==> src/hdl/tpri_pkg.sv <==
// Shared widths, register codes and reset values for the tile picker.
`default_nettype none

package tpri_pkg;

    localparam int POS_W      = 20;
    localparam int FRAC_BITS  = 4;
    localparam int DIFF_W     = POS_W + 1;
    localparam int MAG_W      = POS_W;
    localparam int TSIZE_W    = 10;
    localparam int SIZE_W     = TSIZE_W + FRAC_BITS;
    localparam int CNT_W      = 11;
    localparam int COL_W      = 10;
    localparam int ROW_W      = 10;
    localparam int TIDX_W     = 20;
    localparam int CFG_IDX_W  = 3;
    localparam int CFG_DATA_W = 20;
    localparam int DIV_BITS   = 4;
    localparam int DIV_STAGES = MAG_W / DIV_BITS;

    localparam logic [CNT_W-1:0] MAX_COLS = CNT_W'(1024);
    localparam logic [CNT_W-1:0] MAX_ROWS = CNT_W'(1024);

    typedef enum logic [CFG_IDX_W-1:0] {
        REG_SHAPE_MODE  = 3'd0,
        REG_TILE_WIDTH  = 3'd1,
        REG_TILE_HEIGHT = 3'd2,
        REG_COUNT_COLS  = 3'd3,
        REG_COUNT_ROWS  = 3'd4,
        REG_ORIGIN_X    = 3'd5,
        REG_ORIGIN_Y    = 3'd6
    } cfg_reg_t;

    typedef enum logic {
        SHAPE_RECT = 1'b0,
        SHAPE_ISO  = 1'b1
    } shape_t;

    localparam logic [TSIZE_W-1:0] RST_TILE_WIDTH  = TSIZE_W'(160);
    localparam logic [TSIZE_W-1:0] RST_TILE_HEIGHT = TSIZE_W'(80);
    localparam logic [CNT_W-1:0]   RST_COUNT_COLS  = CNT_W'(1);
    localparam logic [CNT_W-1:0]   RST_COUNT_ROWS  = CNT_W'(1);

endpackage

`default_nettype wire

==> src/hdl/tpri_query_if.sv <==
// Query channel: one world position per transaction.
`default_nettype none

interface tpri_query_if;
    import tpri_pkg::*;

    logic                    valid;
    logic                    ready;
    logic signed [POS_W-1:0] pos_x;
    logic signed [POS_W-1:0] pos_y;

    modport source (output valid, output pos_x, output pos_y, input ready);
    modport sink   (input valid, input pos_x, input pos_y, output ready);
endinterface

`default_nettype wire

==> src/hdl/tpri_result_if.sv <==
// Result channel: tile hit, column, row and linear index per transaction.
`default_nettype none

interface tpri_result_if;
    import tpri_pkg::*;

    logic              valid;
    logic              ready;
    logic              hit;
    logic [COL_W-1:0]  col;
    logic [ROW_W-1:0]  row;
    logic [TIDX_W-1:0] tile_index;

    modport source (output valid, output hit, output col, output row, output tile_index,
                    input ready);
    modport sink   (input valid, input hit, input col, input row, input tile_index,
                    output ready);
endinterface

`default_nettype wire

==> src/hdl/tpri_div.sv <==
// Pipelined signed floor divider by an unsigned tile size, a few quotient bits per stage.
`default_nettype none

module tpri_div
(
    input  logic                                clk,
    input  logic                                en,
    input  logic signed [tpri_pkg::DIFF_W-1:0]  dividend,
    input  logic        [tpri_pkg::SIZE_W-1:0]  divisor,
    output logic signed [tpri_pkg::DIFF_W-1:0]  quotient,
    output logic        [tpri_pkg::SIZE_W-1:0]  remainder
);
    import tpri_pkg::*;

    typedef struct packed {
        logic              neg;
        logic [MAG_W-1:0]  num;
        logic [MAG_W-1:0]  quo;
        logic [SIZE_W-1:0] rem;
    } div_stage_t;

    div_stage_t stage_in   [DIV_STAGES];
    div_stage_t stage_next [DIV_STAGES];
    div_stage_t stage_reg  [DIV_STAGES];
    div_stage_t last;

    function automatic div_stage_t div_step(input div_stage_t s, input logic [SIZE_W-1:0] d);
        div_stage_t      o;
        logic [SIZE_W:0] t;
        o = s;
        for (int b = 0; b < DIV_BITS; b++)
        begin
            t     = {o.rem, o.num[MAG_W-1]};
            o.num = {o.num[MAG_W-2:0], 1'b0};
            if (t >= {1'b0, d})
            begin
                t     = t - {1'b0, d};
                o.quo = {o.quo[MAG_W-2:0], 1'b1};
            end
            else
            begin
                o.quo = {o.quo[MAG_W-2:0], 1'b0};
            end
            o.rem = t[SIZE_W-1:0];
        end
        return o;
    endfunction

    // negative dividends divide their one's complement; fixed up at the output
    always_comb
    begin
        stage_in[0].neg = dividend[DIFF_W-1];
        stage_in[0].num = dividend[DIFF_W-1] ? ~dividend[MAG_W-1:0] : dividend[MAG_W-1:0];
        stage_in[0].quo = '0;
        stage_in[0].rem = '0;
        for (int s = 1; s < DIV_STAGES; s++)
        begin
            stage_in[s] = stage_reg[s-1];
        end
        for (int s = 0; s < DIV_STAGES; s++)
        begin
            stage_next[s] = div_step(stage_in[s], divisor);
        end
    end

    always_ff @(posedge clk)
    begin
        if (en)
        begin
            for (int s = 0; s < DIV_STAGES; s++)
            begin
                stage_reg[s] <= stage_next[s];
            end
        end
    end

    assign last      = stage_reg[DIV_STAGES-1];
    assign quotient  = last.neg ? {1'b1, ~last.quo} : {1'b0, last.quo};
    assign remainder = last.neg ? (divisor - SIZE_W'(1) - last.rem) : last.rem;

endmodule

`default_nettype wire

==> src/hdl/tile_pick_rect_or_isometric_top.sv <==
// Tile picker top level: config registers, floor dividers and the pick pipeline.
//
// Usage:
//   query  : one world position (pos_x, pos_y, signed, 4 fraction bits) per transaction.
//   result : hit, col, row, tile_index for that position, in query order.
//   cfg_*  : write port for the seven map registers; write only while the block is idle.
// Timing:
//   12 register stages: input, five divider stages (4 quotient bits each), remainder
//   fixup, size products, diamond edge compares, row/column select, index product,
//   output. Throughput is one transaction per cycle when the receiver does not stall.
// Reset:
//   Registers return to rectangular mode, 160x80 tiles, a 1x1 map at origin 0.
//   The pipeline empties and no result is valid.
// Backpressure:
//   While the output register holds a result that is not taken, the whole pipeline
//   holds and query.ready is low; nothing is dropped or repeated.
`default_nettype none

module tile_pick_rect_or_isometric_top
(
    input  logic                                 clk,
    input  logic                                 rst_n,
    input  logic                                 cfg_wr_en,
    input  logic [tpri_pkg::CFG_IDX_W-1:0]       cfg_index,
    input  logic [tpri_pkg::CFG_DATA_W-1:0]      cfg_data,
    tpri_query_if.sink                           query,
    tpri_result_if.source                        result
);
    import tpri_pkg::*;

    localparam int PIPE_DEPTH = DIV_STAGES + 7;
    localparam int PROD_W     = 2 * SIZE_W + 1;
    localparam int CMP_W      = PROD_W + 2;
    localparam int CAND_W     = DIFF_W + 2;

    // configuration
    shape_t                     shape_mode_reg;
    logic [TSIZE_W-1:0]         tile_width_reg;
    logic [TSIZE_W-1:0]         tile_height_reg;
    logic [CNT_W-1:0]           count_cols_reg;
    logic [CNT_W-1:0]           count_rows_reg;
    logic signed [POS_W-1:0]    origin_x_reg;
    logic signed [POS_W-1:0]    origin_y_reg;

    logic [SIZE_W-1:0]          w_size;
    logic [SIZE_W-1:0]          h_size;
    logic [CNT_W-1:0]           cols_eff;
    logic [CNT_W-1:0]           rows_eff;
    logic                       cfg_ok;

    always_ff @(posedge clk or negedge rst_n)
    begin
        if (!rst_n)
        begin
            shape_mode_reg  <= SHAPE_RECT;
            tile_width_reg  <= RST_TILE_WIDTH;
            tile_height_reg <= RST_TILE_HEIGHT;
            count_cols_reg  <= RST_COUNT_COLS;
            count_rows_reg  <= RST_COUNT_ROWS;
            origin_x_reg    <= '0;
            origin_y_reg    <= '0;
        end
        else if (cfg_wr_en)
        begin
            unique case (cfg_reg_t'(cfg_index))
                REG_SHAPE_MODE:  shape_mode_reg  <= shape_t'(cfg_data[0]);
                REG_TILE_WIDTH:  tile_width_reg  <= cfg_data[TSIZE_W-1:0];
                REG_TILE_HEIGHT: tile_height_reg <= cfg_data[TSIZE_W-1:0];
                REG_COUNT_COLS:  count_cols_reg  <= cfg_data[CNT_W-1:0];
                REG_COUNT_ROWS:  count_rows_reg  <= cfg_data[CNT_W-1:0];
                REG_ORIGIN_X:    origin_x_reg    <= $signed(cfg_data[POS_W-1:0]);
                REG_ORIGIN_Y:    origin_y_reg    <= $signed(cfg_data[POS_W-1:0]);
                default:         ;
            endcase
        end
    end

    assign w_size   = {tile_width_reg, {FRAC_BITS{1'b0}}};
    assign h_size   = {tile_height_reg, {FRAC_BITS{1'b0}}};
    assign cols_eff = (count_cols_reg > MAX_COLS) ? MAX_COLS : count_cols_reg;
    assign rows_eff = (count_rows_reg > MAX_ROWS) ? MAX_ROWS : count_rows_reg;
    assign cfg_ok   = (tile_width_reg != '0) && (tile_height_reg != '0)
                      && (cols_eff != '0) && (rows_eff != '0);

    // pipeline control
    logic [PIPE_DEPTH-1:0] valid_reg;
    logic                  advance;

    assign advance     = !valid_reg[PIPE_DEPTH-1] || result.ready;
    assign query.ready = advance;

    always_ff @(posedge clk or negedge rst_n)
    begin
        if (!rst_n)
        begin
            valid_reg <= '0;
        end
        else if (advance)
        begin
            valid_reg <= {valid_reg[PIPE_DEPTH-2:0], query.valid};
        end
    end

    // input stage: offsets from the map origin
    logic signed [DIFF_W-1:0] dx_reg, dx_next;
    logic signed [DIFF_W-1:0] dy_reg, dy_next;

    assign dx_next = {query.pos_x[POS_W-1], query.pos_x} - {origin_x_reg[POS_W-1], origin_x_reg};
    assign dy_next = {query.pos_y[POS_W-1], query.pos_y} - {origin_y_reg[POS_W-1], origin_y_reg};

    always_ff @(posedge clk)
    begin
        if (advance)
        begin
            dx_reg <= dx_next;
            dy_reg <= dy_next;
        end
    end

    // floor division on both axes
    logic signed [DIFF_W-1:0] qx, qy;
    logic [SIZE_W-1:0]        rx, ry;

    tpri_div u_div_x
    (
        .clk       (clk),
        .en        (advance),
        .dividend  (dx_reg),
        .divisor   (w_size),
        .quotient  (qx),
        .remainder (rx)
    );

    tpri_div u_div_y
    (
        .clk       (clk),
        .en        (advance),
        .dividend  (dy_reg),
        .divisor   (h_size),
        .quotient  (qy),
        .remainder (ry)
    );

    // cell stage
    logic signed [DIFF_W-1:0] ix_f_reg, iy_f_reg;
    logic [SIZE_W-1:0]        rx_f_reg, ry_f_reg;

    always_ff @(posedge clk)
    begin
        if (advance)
        begin
            ix_f_reg <= qx;
            iy_f_reg <= qy;
            rx_f_reg <= rx;
            ry_f_reg <= ry;
        end
    end

    // product stage: scaled in-cell fraction against the diamond edges
    logic [2*SIZE_W-1:0]      ry_w, rx_h, w_h;
    logic [PROD_W-1:0]        a_reg, b_reg, p_reg;
    logic                     lower_m_reg, upper_m_reg, rx_half_m_reg;
    logic signed [DIFF_W-1:0] ix_m_reg, iy_m_reg;

    assign ry_w = (2*SIZE_W)'(ry_f_reg) * (2*SIZE_W)'(w_size);
    assign rx_h = (2*SIZE_W)'(rx_f_reg) * (2*SIZE_W)'(h_size);
    assign w_h  = (2*SIZE_W)'(w_size) * (2*SIZE_W)'(h_size);

    always_ff @(posedge clk)
    begin
        if (advance)
        begin
            a_reg         <= {ry_w, 1'b0};
            b_reg         <= {rx_h, 1'b0};
            p_reg         <= {1'b0, w_h};
            lower_m_reg   <= {ry_f_reg, 1'b0} < {1'b0, h_size};
            upper_m_reg   <= {ry_f_reg, 1'b0} > {1'b0, h_size};
            rx_half_m_reg <= {rx_f_reg, 1'b0} >= {1'b0, w_size};
            ix_m_reg      <= ix_f_reg;
            iy_m_reg      <= iy_f_reg;
        end
    end

    // compare stage
    logic [CMP_W-1:0]         a_ext, b_ext, p_ext, ab_sum;
    logic                     c_lo_left_reg, c_lo_right_reg, c_up_left_reg, c_up_right_reg;
    logic                     lower_c_reg, upper_c_reg, rx_half_c_reg;
    logic signed [DIFF_W-1:0] ix_c_reg, iy_c_reg;

    assign a_ext  = CMP_W'(a_reg);
    assign b_ext  = CMP_W'(b_reg);
    assign p_ext  = CMP_W'(p_reg);
    assign ab_sum = a_ext + b_ext;

    always_ff @(posedge clk)
    begin
        if (advance)
        begin
            c_lo_left_reg  <= ab_sum < p_ext;
            c_lo_right_reg <= (a_ext + p_ext) < b_ext;
            c_up_left_reg  <= a_ext > (b_ext + p_ext);
            c_up_right_reg <= ab_sum > (p_ext + {p_ext[CMP_W-2:0], 1'b0});
            lower_c_reg    <= lower_m_reg;
            upper_c_reg    <= upper_m_reg;
            rx_half_c_reg  <= rx_half_m_reg;
            ix_c_reg       <= ix_m_reg;
            iy_c_reg       <= iy_m_reg;
        end
    end

    // select stage: row and column, map range checks
    logic signed [CAND_W-1:0] ix_ext, iy_ext, iy2, row_dn, row_up;
    logic signed [CAND_W-1:0] cols_s, rows_s, row_c, col_c;
    logic                     ix_out, ix_zero, iy_zero, ix_ge_cols, top_out;
    logic                     miss, hit_s_next;
    logic                     hit_s_reg;
    logic [COL_W-1:0]         col_s_reg;
    logic [ROW_W-1:0]         row_s_reg;

    always_comb
    begin
        ix_ext     = {{2{ix_c_reg[DIFF_W-1]}}, ix_c_reg};
        iy_ext     = {{2{iy_c_reg[DIFF_W-1]}}, iy_c_reg};
        iy2        = {iy_c_reg[DIFF_W-1], iy_c_reg, 1'b0};
        row_dn     = iy2 - CAND_W'(1);
        row_up     = iy2 + CAND_W'(1);
        cols_s     = {{(CAND_W-CNT_W){1'b0}}, cols_eff};
        rows_s     = {{(CAND_W-CNT_W){1'b0}}, rows_eff};
        ix_out     = ix_ext[CAND_W-1] || (ix_ext > cols_s);
        ix_zero    = (ix_c_reg == '0);
        iy_zero    = (iy_c_reg == '0);
        ix_ge_cols = (ix_ext >= cols_s);
        top_out    = (row_up >= rows_s);
        miss       = 1'b0;
        row_c      = iy2;

        if (shape_mode_reg == SHAPE_RECT)
        begin
            row_c = iy_ext;
        end
        else
        begin
            priority if (ix_out)
            begin
                miss = 1'b1;
            end
            else if (lower_c_reg)
            begin
                priority if (c_lo_left_reg)
                begin
                    row_c = row_dn;
                    miss  = iy_zero || ix_zero;
                end
                else if (c_lo_right_reg)
                begin
                    row_c = row_dn;
                    miss  = iy_zero;
                end
                else
                begin
                    row_c = iy2;
                end
            end
            else if (upper_c_reg)
            begin
                priority if (c_up_left_reg)
                begin
                    row_c = row_up;
                    miss  = ix_zero || top_out;
                end
                else if (c_up_right_reg)
                begin
                    row_c = row_up;
                    miss  = ix_ge_cols || top_out;
                end
                else
                begin
                    row_c = iy2;
                end
            end
            else
            begin
                row_c = iy2;
            end
        end

        // odd rows sit half a tile to the right
        if ((shape_mode_reg == SHAPE_ISO) && row_c[0] && !rx_half_c_reg)
        begin
            col_c = ix_ext - CAND_W'(1);
        end
        else
        begin
            col_c = ix_ext;
        end

        hit_s_next = cfg_ok && !miss
                     && !row_c[CAND_W-1] && (row_c < rows_s)
                     && !col_c[CAND_W-1] && (col_c < cols_s);
    end

    always_ff @(posedge clk)
    begin
        if (advance)
        begin
            hit_s_reg <= hit_s_next;
            col_s_reg <= hit_s_next ? col_c[COL_W-1:0] : '0;
            row_s_reg <= hit_s_next ? row_c[ROW_W-1:0] : '0;
        end
    end

    // index product stage
    logic [TIDX_W-1:0] prod_reg;
    logic              hit_p_reg;
    logic [COL_W-1:0]  col_p_reg;
    logic [ROW_W-1:0]  row_p_reg;

    always_ff @(posedge clk)
    begin
        if (advance)
        begin
            prod_reg  <= TIDX_W'(row_s_reg) * TIDX_W'(cols_eff);
            hit_p_reg <= hit_s_reg;
            col_p_reg <= col_s_reg;
            row_p_reg <= row_s_reg;
        end
    end

    // output register
    logic              hit_o_reg;
    logic [COL_W-1:0]  col_o_reg;
    logic [ROW_W-1:0]  row_o_reg;
    logic [TIDX_W-1:0] tile_index_o_reg;

    always_ff @(posedge clk)
    begin
        if (advance)
        begin
            hit_o_reg        <= hit_p_reg;
            col_o_reg        <= col_p_reg;
            row_o_reg        <= row_p_reg;
            tile_index_o_reg <= prod_reg + TIDX_W'(col_p_reg);
        end
    end

    assign result.valid      = valid_reg[PIPE_DEPTH-1];
    assign result.hit        = hit_o_reg;
    assign result.col        = col_o_reg;
    assign result.row        = row_o_reg;
    assign result.tile_index = tile_index_o_reg;

`ifndef ASSERT_OFF
    a_miss_zero: assert property (@(posedge clk) disable iff (!rst_n)
        result.valid && !result.hit |->
            result.col == '0 && result.row == '0 && result.tile_index == '0)
        else $error("miss transaction with nonzero fields");

    a_hit_index: assert property (@(posedge clk) disable iff (!rst_n)
        result.valid && result.hit |->
            result.tile_index == TIDX_W'(TIDX_W'(result.row) * TIDX_W'(cols_eff)
                                         + TIDX_W'(result.col)))
        else $error("tile_index does not match row and col");

    a_hit_range: assert property (@(posedge clk) disable iff (!rst_n)
        result.valid && result.hit |->
            {1'b0, result.col} < cols_eff && {1'b0, result.row} < rows_eff)
        else $error("hit outside the map");

    a_hit_cfg: assert property (@(posedge clk) disable iff (!rst_n)
        result.valid && result.hit |->
            tile_width_reg != '0 && tile_height_reg != '0)
        else $error("hit with zero tile size");

    a_stall_src: assert property (@(posedge clk) disable iff (!rst_n)
        !query.ready |-> result.valid && !result.ready)
        else $error("query stalled without output backpressure");
`endif

endmodule

`default_nettype wire
==> src/flat_wrapper.sv <==
// flat-port wrapper written by rule: the top's interface ports become plain ports
module tile_pick_rect_or_isometric_top_flat import tpri_pkg::*;
  (clk, rst_n, cfg_wr_en, cfg_index, cfg_data, query_valid, query_pos_x, query_pos_y, query_ready, result_valid, result_hit, result_col, result_row, result_tile_index, result_ready);
  tpri_query_if query_i ();
  tpri_result_if result_i ();
  input  logic clk;
  input  logic rst_n;
  input  logic cfg_wr_en;
  input  logic [tpri_pkg::CFG_IDX_W-1:0] cfg_index;
  input  logic [tpri_pkg::CFG_DATA_W-1:0] cfg_data;
  input wire logic [$bits(query_i.valid)-1:0] query_valid;
  input wire logic [$bits(query_i.pos_x)-1:0] query_pos_x;
  input wire logic [$bits(query_i.pos_y)-1:0] query_pos_y;
  output wire logic [$bits(query_i.ready)-1:0] query_ready;
  output wire logic [$bits(result_i.valid)-1:0] result_valid;
  output wire logic [$bits(result_i.hit)-1:0] result_hit;
  output wire logic [$bits(result_i.col)-1:0] result_col;
  output wire logic [$bits(result_i.row)-1:0] result_row;
  output wire logic [$bits(result_i.tile_index)-1:0] result_tile_index;
  input wire logic [$bits(result_i.ready)-1:0] result_ready;
  assign query_i.valid = query_valid;
  assign query_i.pos_x = query_pos_x;
  assign query_i.pos_y = query_pos_y;
  assign query_ready = query_i.ready;
  assign result_valid = result_i.valid;
  assign result_hit = result_i.hit;
  assign result_col = result_i.col;
  assign result_row = result_i.row;
  assign result_tile_index = result_i.tile_index;
  assign result_i.ready = result_ready;
  tile_pick_rect_or_isometric_top u_core (.clk(clk), .rst_n(rst_n), .cfg_wr_en(cfg_wr_en), .cfg_index(cfg_index), .cfg_data(cfg_data), .query(query_i), .result(result_i));
endmodule
==> config.mk <==
export PLATFORM = sky130hd
export DESIGN_NAME = tile_pick_rect_or_isometric_top_flat
export DESIGN_NICKNAME = d
export VERILOG_FILES = /design/src/hdl/tpri_pkg.sv /design/src/hdl/tpri_query_if.sv /design/src/hdl/tpri_result_if.sv /design/src/hdl/tpri_div.sv /design/src/hdl/tile_pick_rect_or_isometric_top.sv /design/src/flat_wrapper.sv
export SDC_FILE = /design/constraint.sdc
export NUM_CORES = 2
export LEC_CHECK = 0
export ABC_AREA = 1
export ABC_CLOCK_PERIOD_IN_PS = 28100
export BUFFER_PORTS_ARGS = -buffer_cell sky130_fd_sc_hd__buf_2
export CORE_UTILIZATION = 66
export DETAILED_ROUTE_END_ITERATION = 6
export PLACE_DENSITY = 0.83
export SLEW_MARGIN = 20
export SYNTH_ARGS = -nofsm -noshare
export SYNTH_HDL_FRONTEND = slang
export SYNTH_SLANG_ARGS = --single-unit
==> constraint.sdc <==
create_clock -name clk -period 28.1 [get_ports clk]
set_input_delay 2.81 -clock clk [delete_from_list [all_inputs] [get_ports clk]]
set_output_delay 2.81 -clock clk [all_outputs]
set_load 0.02 [all_outputs]
==> results by group <==
Worst setup path
  – Most frequent cell on the critical path: a21oi_1
  – Worst EP arrival: 10.75 ns
  – Reg2reg setup slack: 17.74 ns
  – R2R Path End: u_core.u_div_y.stage_reg[0][57]
  – CP startpoint: u_core.tile_height_reg[4]
  – Worst Setup End Kind: register
  – CP required: 28.48 ns
  – Reg2Reg Depth: 39
  – Slowest CP cell: dfstp_2
  – Worst Path Class, Setup: register to register
  – R2r startpoint: u_core.tile_height_reg[4]
  – CP max stage delay: 0.95 ns
  – Worst Path Max Fanout: 28
  – CP Launch Type: register

Clocking
  – CTS buffer count: 90
  – Post-CTS Setup Inserts: 0
  – Buffer levels on the longest clock path: 3
  – CTS tree: yes
  – CTS Sinks: 822
  – Reg clk slew, reported paths: 0.06 ns
  – Worst skew pair latency: 0.70 ns
  – Root buf cell: clkbuf_16
  – Cts hold-fix bufs: 0
  – # H-tree levels: 3
  – Post-CTS resize count: 0

GRT
  – Largest net degree at the start of global routing: 202
  – Grt ovf: 0
  – Vias in the first global route: 57556
  – Initial antenna violation count: 12
  – First-pass GRT wire length: between 200000 and 300000 um
  – Total GRT Usage: 31.9%

Yosys
  – Post-synth cell types: 69
  – Syn Area/Cell: roughly 8.7 um^2
  – Async SR Flop Fraction: 11.6%
  – Ys flop type: edfxtp_1
  – Most frequent cell after synthesis: nand2_1
  – Largest area contributor in the netlist: edfxtp_1
  – Synth warn: 0
  – Post-synth top cells: nand2_1 (1864), inv_1 (1285), ha_1 (907), edfxtp_1 (727), a21oi_1 (612)
  – Post-Syn Area: 73800 um^2
  – #FFs+latches synth: 822
  – Seq/Total Area, Yosys: 32.8%
  – Syn Inst Count: 8531
  – Syn nets: 9866
  – Number of flops mapped to enable cells by yosys: 727
  – Post-synth top area share: 29.6%
  – Leading post-synthesis cells by cell area: edfxtp_1 (30%), ha_1 (15%), fa_1 (9.8%)

Job
  – MaxCap Viol Count: 0

Finish
  – Nets@finish: around 9900
  – Footprint of the multi-input gates: 43900 um^2
  – Synth-to-Final Area Change: 6.98%
  – Reg area: roughly 24000 um^2
  – Fill cells: roughly 8400
  – Final Core Density: 71.3%
  – Share of cells above drive strength 1: 5.00%

Routing
  – Final wirelength: 182000 um
  – Post-route DRC: 2
  – Vias per inst: 5.82
  – Avg WL per Cell: 17.8 um
  – Drt pass-1 iters: 7
  – Antenna Nets Post-Route: 0
  – Vias: 59217
  – Iter 0 DRT Violations: 4983

Timing
  – Final worst setup slack: 17.74 ns
  – Final slew viol count: 0
  – Final Skew: around 0.043 ns
  – Fin crit period: 10.36 ns
  – RSZ-0062 raised after global routing: false
  – Setup TNS: 0 ns
  – Worst-Margin Slew: 1.10 ns
  – Final setup fails: 0
  – Final Hold Fails: 0
  – Tcrit/Tclk final: between 30% and 40%
  – Slew margin rel.: 26.7%
  – Max frequency: 96.5 MHz

Outcome
  – Failing checks: DRC
  – Status: finished, violations left

Worst hold path
  – WHS Endpoint: u_core.u_div_y.stage_reg[0][231]
  – Hold Startpoint: u_core.u_div_y.stage_reg[0][176]
  – Hold Path Class: register to register
  – Hold Crit Depth: 0

Floorplanning
  – Starting Density: between 60% and 70%
  – CORE AREA: 111000 um^2
  – Boundary pin count: 111
  – Chip Width: 336 um
  – Std cell rows: 122
  – Die Area: roughly 110000 um^2
  – DIE HEIGHT: 336 um

Placed design
  – Post-DP HPWL: approximately 140000 um
  – Port-buffer cells: 110
  – Place WS: 17.54 ns
  – Placer Congestion: about 0.97
cell families after synthesis:
kind of cell | count (synthesis) | synth area share, %
and+or+nand+nor | 2918 | 16.3
buffers and inverters | 1479 | 7.79
AOI/OAI and AO/OA | 1444 | 10.8
adders and majority gates | 1267 | 25.1
DFF | 822 | 32.8
xor gates and xnor gates | 600 | 7.13
muxes | 1 | 0.0153
area by class of cell:
type / instances / share of cell area [%]
diodes: 11 / 0.0349
multi-input cells: 6230 / 55.6
well taps: 1488 / 2.36
inverters: 1304 / 6.20
flip-flops and latches: 822 / 30.7
clock inverters: 56 / 0.900
repair buffers: 163 / 1.25
clock buffers: 109 / 3.05
per-layer routing:
layer,routed length [um],vias up,GRT usage (%)
met4,8340,10,13.9
met5,64,-,0
met2,84500,2376,53.1
met1,74800,27883,41.2
li1,-,28444,-
met3,14100,504,5.07
layout by cell type, fill, tap and decap left out, types with 32 or more instances in the layout:
master / netlist / routed
dfrtp_1: 89 / 85
buf_4: 16 / 51
nor4_1: 32 / 32
ha_1: 907 / 907
o21ai_0: 492 / 492
buf_2: 33 / 109
o21bai_1: 60 / 60
inv_1: 1285 / 1285
a21oi_1: 612 / 612
clkbuf_16: 0 / 92
nand4_1: 88 / 88
nand3_1: 230 / 230
nor2_1: 513 / 512
nor3_1: 91 / 91
nand2_1: 1864 / 1863
xnor2_1: 170 / 170
fa_1: 360 / 360
o21ai_1: 65 / 65
edfxtp_1: 727 / 727
xor2_1: 429 / 429
stage by stage:
step / cell area (um^2) / instances / hold WS (ns)
floorplan: 73800 / 8531 / 0.400
global placement: 75800 / 10006 / 0.400
detailed placement: 75800 / 10007 / 0.405
CTS: 79000 / 10172 / 0.401
global route: 79000 / 10174 / 0.404
finish: 79000 / 10183 / 0.396
how the worst max path moves through the flow:
stage	to	slack (ns)	cells after the start
5_1_grt	u_core.u_div_y.stage_reg[0][57]	16.76	40
3_5_place_dp	u_core.u_div_y.stage_reg[0][57]	17.54	40
6_report	u_core.u_div_y.stage_reg[0][57]	17.74	39
2_1_floorplan	query_ready	2.46	3
3_3_place_gp	u_core.u_div_y.stage_reg[0][57]	17.79	42
4_1_cts	u_core.u_div_y.stage_reg[0][57]	17.46	40
critical path, delay by kind of cell, from the launching register on:
| kind | cells | cell delay (ns) |
|---|---|---|
| simple gates | 11 | 2.36 |
| compound gates | 19 | 4.72 |
| flops | 1 | 0.95 |
| buf+inv | 5 | 0.55 |
| fa+ha+maj | 4 | 1.42 |
Power is left out: the tool's default activity adds up to more than one toggle a clock period on the data nets, which glitch-free logic cannot reach.
